**config.mk**
```make
export PLATFORM = sky130hd
export DESIGN_NAME = lmwc_need_unit
export DESIGN_NICKNAME = d
export VERILOG_FILES = /design/src/design/lmwc_pkg.sv /design/src/design/lmwc_need_unit.sv
export SDC_FILE = /design/constraint.sdc
export NUM_CORES = 1
export LEC_CHECK = 0
export BUFFER_PORTS_ARGS = -buffer_cell sky130_fd_sc_hd__buf_2
export CORE_UTILIZATION = 59
export CTS_BUF_LIST = sky130_fd_sc_hd__clkbuf_2
export CTS_CLUSTER_SIZE = 24
export DETAILED_ROUTE_END_ITERATION = 7
export GPL_TIMING_DRIVEN = 0
export PLACE_DENSITY = 0.78
export SKIP_LAST_GASP = 1
export SYNTH_ARGS = -nofsm -noshare
export SYNTH_HDL_FRONTEND = slang
export SYNTH_SLANG_ARGS = --single-unit
export TNS_END_PERCENT = 30
```
**constraint.sdc**
```tcl
create_clock -name aclk -period 7.1 [get_ports aclk]
set_input_delay 0.71 -clock aclk [delete_from_list [all_inputs] [get_ports aclk]]
set_output_delay 0.71 -clock aclk [all_outputs]
set_load 0.02 [all_outputs]
```
**src/design/lmwc_pkg.sv**
```systemverilog
// ----------------------------------------------------------------------------
// lmwc_pkg
// Constants, payload structs and control types of the window counter.
// ----------------------------------------------------------------------------
package lmwc_pkg;

    localparam int MAX_TEXT = 1024;
    localparam int ALPHABET = 26;

    localparam int CMD_W    = 2;
    localparam int LETTER_W = 5;
    localparam int TOTAL_W  = 20;
    localparam int NEED_W   = 12;

    localparam int POS_W  = $clog2(MAX_TEXT + 1);
    localparam int ADDR_W = $clog2(MAX_TEXT);
    localparam int IDX_W  = $clog2(ALPHABET);
    localparam int OUTS_W = $clog2(ALPHABET + 1);

    localparam logic [CMD_W-1:0] CMD_CLEAR   = 2'd0;
    localparam logic [CMD_W-1:0] CMD_PATTERN = 2'd1;
    localparam logic [CMD_W-1:0] CMD_TEXT    = 2'd2;

    typedef struct packed {
        logic [CMD_W-1:0]    cmd;
        logic [LETTER_W-1:0] letter;
    } lmwc_in_t;

    typedef struct packed {
        logic [TOTAL_W-1:0] total_count;
        logic               covered;
        logic               overflow;
    } lmwc_out_t;

    typedef enum logic [1:0] {
        NEED_HOLD,
        NEED_INC,
        NEED_DEC
    } need_op_t;

    typedef struct packed {
        logic             clear;
        need_op_t         op;
        logic [IDX_W-1:0] idx;
    } need_ctrl_t;

    typedef struct packed {
        logic nonneg;
        logic none_outstanding;
    } need_stat_t;

    typedef enum logic [2:0] {
        ST_IDLE,
        ST_DECODE,
        ST_SCAN_RD,
        ST_SCAN_CHK,
        ST_ADD,
        ST_RESP
    } lmwc_state_t;

endpackage

```
**src/design/lmwc_need_unit.sv**
```systemverilog
// ----------------------------------------------------------------------------
// lmwc_need_unit
// Per-letter need counts with one shared +/-1 adder and the outstanding count.
// ----------------------------------------------------------------------------
module lmwc_need_unit import lmwc_pkg::*; (
    input  logic       aclk,
    input  logic       aresetn,
    input  need_ctrl_t ctrl,
    output need_stat_t stat
);

    logic signed [NEED_W-1:0] need_count_reg [ALPHABET];
    logic [OUTS_W-1:0]        outstanding_reg;

    logic signed [NEED_W-1:0] cur;
    logic signed [NEED_W-1:0] step;
    logic signed [NEED_W-1:0] sum;

    assign cur  = need_count_reg[ctrl.idx];
    assign step = (ctrl.op == NEED_DEC) ? -NEED_W'(1) : NEED_W'(1);
    assign sum  = cur + step;

    always_ff @(posedge aclk) begin
        if (!aresetn || ctrl.clear) begin
            for (int i = 0; i < ALPHABET; i++) begin
                need_count_reg[i] <= '0;
            end
            outstanding_reg <= '0;
        end else if (ctrl.op != NEED_HOLD) begin
            need_count_reg[ctrl.idx] <= sum;
            // count letters whose need turns positive, release on reaching zero
            if (ctrl.op == NEED_INC && sum == NEED_W'(1)) begin
                outstanding_reg <= outstanding_reg + OUTS_W'(1);
            end else if (ctrl.op == NEED_DEC && sum == '0 && outstanding_reg != '0) begin
                outstanding_reg <= outstanding_reg - OUTS_W'(1);
            end
        end
    end

    assign stat.nonneg           = ~cur[NEED_W-1];
    assign stat.none_outstanding = (outstanding_reg == '0);

endmodule

```
==> metrics.txt, run 1 <==
EDFF count, synth=384; largest buffer count on any clock path=3; ys flop type=edfxtp_1; async set-reset flop share out of synthesis=0; Max Freq=0.147 GHz; Cell Area, Synth=0.0174 mm²; post-DR wirelength/cell=27.0 µm; area occupied by multi-input gates=0.00533 mm²; Pleak=0.00728 µW; root buffer cell=clkbuf_2; die height=174 µm; DR vias/cell=6.59; FF+latch area=0.0116 mm²; Die ar.=0.0301 mm²; Layout Nets=1355; Worst-Skew Late Latency=0.97 ns; Port Buffers=10; GR Util All Layers=0.329; fillcell total=2108; max-cap violations=0; Pins Over Slew Limit=0; Mapped Cells=1216; outcome=complete, no violations; post-DP HPWL=32800 µm; Die W=174 µm; sequential element share of the synthesized area=0.669; Yosys warnings=0; Num Clock Sinks=389; Setup Viol. Count Final=0; Max FO, Critical Path=10; Final min period=6.82 ns; Syn Nets=1242; Ports=12; Top delay family on crit path=buffers and inverters; H-tree Lvls=3; pin count of the biggest net entering global routing=14; antenna viol nets, final=0; Crit path arrival time=7.71 ns; DRC errors left=0; Startpoint Class=primary input; final hold violations=0; clk_skew=0.119 ns; synthesis-to-finish area growth=9.43%; initial core utilization=0.602; final worst path period share=0.961; first-pass GRT wire length=70800 µm; PD cells=256 mW/mm²; #FFs+latches synth=389; DRT Pass-1 Iters=7; grt ovf=0; row cnt=62; initial antenna violation count=1; CP peak stage delay=0.67 ns; Tightest Hold Check Type=primary input to flop; core footprint=0.0289 mm²; critical path class=primary input to flop; Peak VDD IR=0.224 mV; cts bufs inserted=94; vias in the first global route=11388; CTS tree=built; dpl ws=-2.14 ns; Total Wirelength=48300 µm; Critical Path Slowest Stage Cell=or4b_1; CTS clk-pin slew, worst paths=0.11 ns; Crit. End Element=flop; Post-Layout Cell Count=1787; RSZ-0062 raised after global routing=no; CP required=7.98 ns; max reg flops=384; post-route worst setup slack=0.275 ns; Distinct cells, synth=60; syn avg cell area=14.3 µm²; share of cells above drive strength 1=0.222; # placed instances=1614; Worst-Margin Slew=1.20 ns; Slew Limit Headroom=0.195; Crit path buffers/inverters=7; via count=11772; GPL Wtd Cong=0.940; drt initial violations=1984
[worst paths after layout]
check	startpoint	to	slack (ns)	depth (start not counted)
setup / recovery	ctrl[0]	outstanding_reg[4]	0.28	25
hold / removal	ctrl[7]	outstanding_reg[2]	0.34	5
setup reg to reg	need_count_reg[15][0]	outstanding_reg[4]	0.61	22
hold reg to reg	outstanding_reg[2]	outstanding_reg[2]	0.49	2
[metal layers]
metal / global-route usage / routed length, µm / vias up
met5: 0 / 0 / -
met4: 0.180 / 2920 / 0
met3: 0.103 / 6620 / 213
met2: 0.498 / 22000 / 1026
met1: 0.428 / 16700 / 5703
li1: - / - / 4830
[per-stage QoR]
| stage | power (µW) | util | setup TNS, ns | area [µm²] | hold slack, ns |
|---|---|---|---|---|---|
| 2_1_floorplan | 3080 | - | 0 | 17400 | 0.443 |
| 3_3_place_gp | 3310 | 0.621 | -11.68 | 17900 | 0.466 |
| 3_5_place_dp | 3330 | 0.622 | -16.48 | 18000 | 0.475 |
| 4_1_cts | 4830 | 0.657 | 0 | 19000 | 0.304 |
| 5_1_grt | 4990 | 0.659 | 0 | 19000 | 0.354 |
| 6_report | 4870 | 0.659 | 0 | 19000 | 0.338 |
[kinds of logic after synthesis]
family | after synthesis | synth area share
simple gates | 462 | 0.112
compound gates | 104 | 0.0440
mux | 111 | 0.127
fa+ha+maj | 16 | 0.0124
flops | 389 | 0.669
buf+inv | 122 | 0.0287
xor+xnor | 12 | 0.00648
[cells in the mapped netlist, drive strengths merged (5+ instances only)]
master,instances,area share
a21o,6,0.0026
a21oi,13,0.0037
a22o,6,0.0030
a22oi,40,0.017
and2,5,0.0018
buf,26,0.0080
clkbuf,76,0.016
dfxtp,5,0.0058
edfxtp,384,0.66
ha,14,0.010
inv,20,0.0043
mux2i,22,0.013
mux4,88,0.11
nand2,71,0.015
nand2b,5,0.0018
nand3,7,0.0023
nand4,15,0.0054
nor2,321,0.069
nor2b,5,0.0018
nor3,8,0.0023
nor4,5,0.0018
o21ai,8,0.0023
o22ai,7,0.0025
xnor2,9,0.0050
[cell type report]
class,count,share of cell area
Multi-Input combinational cell,705,0.280
Clock buffer,142,0.0374
Sequential cell,389,0.612
Inverter,20,0.00395
Timing Repair Buffer,20,0.00658
Clock inverter,25,0.00980
Antenna cell,3,0.000395
Buffer,99,0.0248
Tap cell,384,0.0253
[where the power goes]
part / total, µW / internal, µW / leakage (µW) / switching (µW)
clock: 1540 / 641 / 0.000683 / 903
combinational: 675 / 175 / 0.00243 / 500
sequential: 2650 / 2630 / 0.00417 / 22.6
total: 4870 / 3440 / 0.00728 / 1430
[what timing repair did]
action / in CTS / in global routing
hold buffers: 0 / 0
resized for setup: 42 / 32
setup endpoints to repair: 4 / 2
setup buffers: 0 / 6
pin swaps: 0 / 3
[tightest hold or removal path: cells and delay by family]
family / cells / cell delay [ns]
buf+inv: 2 / 0.32
simple gates: 2 / 0.16
mux: 1 / 0.06
[cells in the final DEF, fill, tap and decap left out, drive strengths merged, types with 9 or more instances in the layout]
cell type	count
xnor2	9
edfxtp	384
mux4	88
buf	41
clkbuf	220
inv	22
a22oi	40
nor2	321
ha	14
a21oi	13
clkinv	19
nand4	15
nand2	71
mux2i	22
No activity file was read; power rests on OpenSTA's default activity.
==> inputs of run 2 (changes only) <==
REMOVE_ABC_BUFFERS = 1   (was default)
==> metrics.txt, run 2 (same netlist as run 1, synthesis figures left out) <==
first-pass GRT wire length=63900 µm (-9.7%); vias in the first global route=10773 (-5.4%); GPL Wtd Cong=0.904 (-3.9%); die height=174 µm (unchanged); Slew Limit Headroom=0.0121 (-0.183); Worst-Margin Slew=1.47 ns (+0.272 ns); total negative setup slack=0 ns (unchanged); Startpoint Class=primary input; core footprint=0.0289 mm² (unchanged); CTS tree=built; Peak VDD IR=0.145 mV (-35%); via count=10914 (-7.3%); max reg flops=384 (unchanged); row cnt=62 (unchanged); register-to-register setup slack=0.49 ns (-0.12 ns); RR Startpoint=need_count_reg[4][1]; Setup Viol. Count Final=0 (unchanged); crit path from=ctrl[0]; metal3 WL=4410 µm (-33%); Max Freq=0.149 GHz (+1.7%); H-tree Lvls=3 (unchanged); grt ovf=0 (unchanged); CTS clk-pin slew, worst paths=0.10 ns (about the same); critical path class=primary input to flop; Worst-Skew Late Latency=0.93 ns (-0.04 ns); Pleak=0.00721 µW (-0.88%); FF-to-FF path depth=20 (-9.1%); drt initial violations=1351 (-32%); Final min period=6.71 ns (-0.116 ns); CP required=7.90 ns (-0.08 ns); Max FO, Critical Path=49 (+39); final hold violations=0 (unchanged); Port Buffers=11 (+1); GR Util All Layers=0.288 (-0.0411); root buffer cell=clkbuf_2; clk_skew=0.0718 ns (-0.0476 ns); Pins Over Slew Limit=0 (unchanged); Layout Nets=1278 (-5.7%); met2 wire length=21000 µm (-4.5%); Final Util=0.655 (-0.00377); DRT Pass-1 Iters=7 (unchanged); Die ar.=0.0301 mm² (unchanged); failing checks=capacitance limit; area occupied by multi-input gates=0.00542 mm² (+1.7%); post-DR wirelength/cell=25.2 µm (-6.6%); FF+latch area=0.0116 mm² (unchanged); worst setup path end=outstanding_reg[4]; initial core utilization=0.602 (unchanged); hold_buf cts=0 (unchanged); fillcell total=2060 (-2.3%); max-cap violations=1 (+1); RSZ-0062 raised after global routing=no; Ports=12 (unchanged); share of cells above drive strength 1=0.229 (+0.00658); cts bufs inserted=96 (+2.1%); worst reg2reg endpoint=outstanding_reg[4]; Crit. End Element=flop; largest buffer count on any clock path=3 (unchanged); post-DP HPWL=26700 µm (-18%); Num Clock Sinks=389 (unchanged); Total Wirelength=42900 µm (-11%); commonest non-fill, non-tap cell in the layout=edfxtp_1; Tightest Hold Check Type=primary input to flop; DR vias/cell=6.42 (-2.6%); initial antenna violation count=1 (unchanged); outcome=finished, violations left; DRC errors left=0 (unchanged); DRT met1 WL=15700 µm (-6.1%); Die W=174 µm (unchanged); synthesis-to-finish area growth=8.80%; pin count of the biggest net entering global routing=90 (+76); highest metal used=met4; PD cells=251 mW/mm² (-1.9%); Crit path arrival time=7.51 ns (-0.20 ns); antenna viol nets, final=0 (unchanged); final worst path period share=0.945 (-0.0163); commonest cells after routing, fill and taps aside=edfxtp_1, nor2_1, clkbuf_2, mux4_2, nand2_1
==> run 2: area by class of cell <==
type | instances | share of cell area
Clock buffer | 140 | 0.0371
Tap cell | 384 | 0.0254
Sequential cell | 389 | 0.615
Timing Repair Buffer | 39 | 0.0262
Inverter | 20 | 0.00417
Antenna cell | 1 | 0.000132
Multi-Input combinational cell | 706 | 0.287
Clock inverter | 22 | 0.00516
==> run 2: timing repair <==
item / 4_1_cts / 5_1_grt
gates resized for setup: 6 / 3
setup buffers: 2 / 5
pin swaps: 2 / 0
setup endpoints to repair: 4 / 1
gates cloned: 0 / 2
==> run 2: worst min path at each step <==
stage / start / endpoint / cells after the start
3_5_place_dp: outstanding_reg[2] / outstanding_reg[2] / 2
5_1_grt: ctrl[7] / outstanding_reg[1] / 4
6_report: ctrl[7] / outstanding_reg[1] / 4
4_1_cts: ctrl[7] / outstanding_reg[1] / 4
2_1_floorplan: outstanding_reg[4] / outstanding_reg[4] / 2
3_3_place_gp: outstanding_reg[4] / outstanding_reg[4] / 2
==> run 2: stage by stage <==
stage | setup WS, ns | cells | hold slack (ns) | instance area (µm²) | power, µW
2_1_floorplan | -0.0564 | 1114 | 0.443 | 17000 | 3020
3_3_place_gp | -5.51 | 1509 | 0.457 | 17500 | 3250
3_5_place_dp | -1.95 | 1528 | 0.479 | 17900 | 3350
4_1_cts | 0.0321 | 1692 | 0.199 | 18800 | 4720
5_1_grt | 0.172 | 1701 | 0.191 | 18900 | 4910
6_report | 0.391 | 1701 | 0.230 | 18900 | 4750
==> run 2: power by group <==
group / leakage (µW) / switching, µW / total (µW) / internal [µW]
Clock: 0.000623 / 881 / 1400 / 523
Sequential: 0.00417 / 21.6 / 2650 / 2620
Combinational: 0.00242 / 477 / 698 / 222
==> run 2: routing by layer <==
| metal | vias to the layer above | global-route usage |
|---|---|---|
| li1 | 4671 | - |
| met1 | 5432 | 0.389 |
| met2 | 678 | 0.454 |
| met3 | 133 | 0.0561 |
| met4 | 0 | 0.140 |
| met5 | - | 0 |
==> run 2: critical path: stages <==
cell and delay, ns:
buf_16 0.31, buf_16 0.27, mux4_2 0.59, a22o_1 0.27, nor4_1 0.72, inv_1 0.11
ha_1 0.26, a21oi_1 0.33, o211ai_1 0.26, nor3_1 0.29, nand4_1 0.13, nand3_1 0.25
xnor2_4 0.28, inv_1 0.30, or4b_1 0.69, fa_1 0.45, a21o_1 0.17, a21oi_1 0.19
xnor2_1 0.13, o311ai_0 0.15, nor4b_1 0.34, mux2i_1 0.23
==> inputs of run 3 (changes only) <==
BUFFER_PORTS_ARGS = default   (was -buffer_cell sky130_fd_sc_hd__buf_2)
CELL_PAD_IN_SITES_DETAIL_PLACEMENT = 1   (was default)
CELL_PAD_IN_SITES_GLOBAL_PLACEMENT = 1   (was default)
CORE_UTILIZATION = 51   (was 59)
DONT_BUFFER_PORTS = 1   (was default)
PLACE_DENSITY = default   (was 0.78)
PLACE_DENSITY_LB_ADDON = 0.1   (was default)
==> metrics.txt, run 3 (same netlist as run 1, synthesis figures left out) <==
# placed instances=1580 (+3.4%); largest buffer count on any clock path=3 (unchanged); max-cap violations=0 (-1); Die ar.=0.0348 mm² (+15%); Final min period=6.59 ns (-0.118 ns); drt initial violations=925 (-32%); GRT busiest layer=met2; Port Buffers=0 (-11); Setup Viol. Count Final=0 (unchanged); WHS=0.144 ns (-0.0856 ns); post-DP HPWL=30700 µm (+15%); Peak VDD IR=0.138 mV (-4.3%); Max FO, Critical Path=11 (-78%); Crit. End Element=flop; met1 usage=0.363 (-0.0264); RR Startpoint=need_count_reg[14][0]; Max Freq=0.152 GHz (+1.8%); CP required=7.99 ns (+0.09 ns); synthesis-to-finish area growth=8.96%; pin count of the biggest net entering global routing=111 (+23%); max reg flops=384 (unchanged); commonest cells after routing, fill and taps aside=edfxtp_1, nor2_1, clkbuf_2, mux4_2, nand2_1; critical path class=flop to flop; Slew Limit Headroom=0.0886 (+0.0765); antenna viol nets, final=0 (unchanged); Pleak=0.00720 µW (-0.17%); Worst-Margin Slew=1.36 ns (-0.109 ns); share of cells above drive strength 1=0.230 (+0.000996); CTS tree=built; clk_skew=0.100 ns (+0.0286 ns); GPL Wtd Cong=0.839 (-7.1%); RSZ-0062 raised after global routing=no; met2 Usage GRT=0.482 (+0.0276); Die W=187 µm (+7.5%); GR Util All Layers=0.288 (about the same); first-pass GRT wire length=72500 µm (+13%); Total Wirelength=48800 µm (+14%); initial antenna violation count=2 (+1); CTS clk-pin slew, worst paths=0.11 ns (about the same); met3 Resource Use GR=0.0638 (+0.00762); Worst-Skew Late Latency=1.04 ns (+0.11 ns); grt ovf=0 (unchanged); Num Clock Sinks=389 (unchanged); DRT Pass-1 Iters=5 (-2); Startpoint Class=flop; DRC errors left=0 (unchanged); core footprint=0.0335 mm² (+16%); DR vias/cell=6.04 (-5.9%); Ports=12 (unchanged); HP Start=aresetn; final worst path period share=0.928 (-0.0166); initial core utilization=0.518 (-0.0840); commonest non-fill, non-tap cell in the layout=edfxtp_1; Pins Over Slew Limit=0 (unchanged); die height=187 µm (+7.5%); post-DR wirelength/cell=27.6 µm (+9.4%); PD cells=255 mW/mm² (+1.6%); Crit path arrival time=7.48 ns (-0.03 ns); cts bufs inserted=100 (+4.2%); via count=10675 (-2.2%); vias in the first global route=11403 (+5.8%); Tightest Hold Check Type=primary input to flop; Layout Nets=1270 (-0.63%); root buffer cell=clkbuf_2; fillcell total=3305 (+60%); outcome=complete, no violations; crit path from=need_count_reg[14][0]; final hold violations=0 (unchanged); row cnt=67 (+8.1%); H-tree Lvls=3 (unchanged); Post-Layout Cell Count=1768 (+3.9%)
run 3: cell count changes in the layout (fill, tap and decap cells not counted), sizes merged:
cell,previous run,this run
buf,38,24
clkbuf,141,154
clkinv,18,21
dlygate4sd3,0,3
clkinvlp,3,1
run 3: critical path, stage by stage (launching register included):
cell        delay (ns)
edfxtp_1          0.38
mux4_2            0.52
a22o_1            0.33
a221oi_4          0.38
nand3_4           0.15
clkinvlp_4        0.21
fa_2              0.32
nor2b_1           0.10
o2111ai_1         0.18
nand3_1           0.24
xnor2_2           0.32
buf_8             0.21
inv_1             0.14
nor4_1            0.32
nand4_1           0.24
nor2_1            0.16
or4b_1            0.56
fa_1              0.45
a21o_1            0.17
a21oi_1           0.18
xnor2_1           0.14
o311ai_0          0.15
nor4b_1           0.39
mux2i_1           0.23
run 3: metrics by stage:
| stage | setup slack, ns | power, µW | util | TNS [ns] | cell area, µm² |
|---|---|---|---|---|---|
| after CTS | 0.0117 | 4850 | 0.563 | 0 | 18900 |
| after floorplan | -0.0564 | 3020 | - | -0.0564 | 17000 |
| after detailed placement | -1.23 | 3350 | 0.535 | -2.45 | 17900 |
| after global routing | 0.132 | 5000 | 0.565 | 0 | 18900 |
| final | 0.509 | 4830 | 0.565 | 0 | 18900 |
| after global placement | -3.43 | 3240 | 0.522 | -113.68 | 17500 |
run 3: per-layer routing:
| layer | part of all wire | wire length [µm] | vias up |
|---|---|---|---|
| li1 | - | - | 4661 |
| met1 | 0.39 | 19200 | 5533 |
| met2 | 0.50 | 24500 | 389 |
| met3 | 0.069 | 3390 | 90 |
| met4 | 0.034 | 1650 | 2 |
| met5 | 0.00027 | 13 | - |
run 3: area by class of cell:
class / count / area, µm² / area share
diodes: 1 / 2.50 / 0.000132
well taps: 448 / 561 / 0.0296
multi-input cells: 706 / 5450 / 0.288
clock inverters: 23 / 93.8 / 0.00496
inverters: 20 / 78.8 / 0.00416
repair buffers: 27 / 352 / 0.0186
clock buffers: 154 / 771 / 0.0407
flip-flops and latches: 389 / 11600 / 0.614
run 3: report_power, final:
group	switching, µW	internal [µW]	leakage, µW	total (µW)
Combinational	464	214	0.00234	678
Clock	936	571	0.000688	1510
Sequential	23.0	2620	0.00417	2650
Total	1420	3410	0.00720	4830
run 3: worst paths after layout:
check,to,slack (ns),cells after the start
max,outstanding_reg[4],0.51,23
min reg2reg,outstanding_reg[4],0.50,2
max reg2reg,outstanding_reg[4],0.51,23
min,outstanding_reg[2],0.14,3
run 3: repair_timing:
action	4_1_cts	5_1_grt
gates resized for setup	4	3
cloned	1	0
endpoints found under the hold margin	4	0
hold buffers	3	0
setup endpoints to repair	2	1
buffers inserted	1	5
pin swaps	1	1
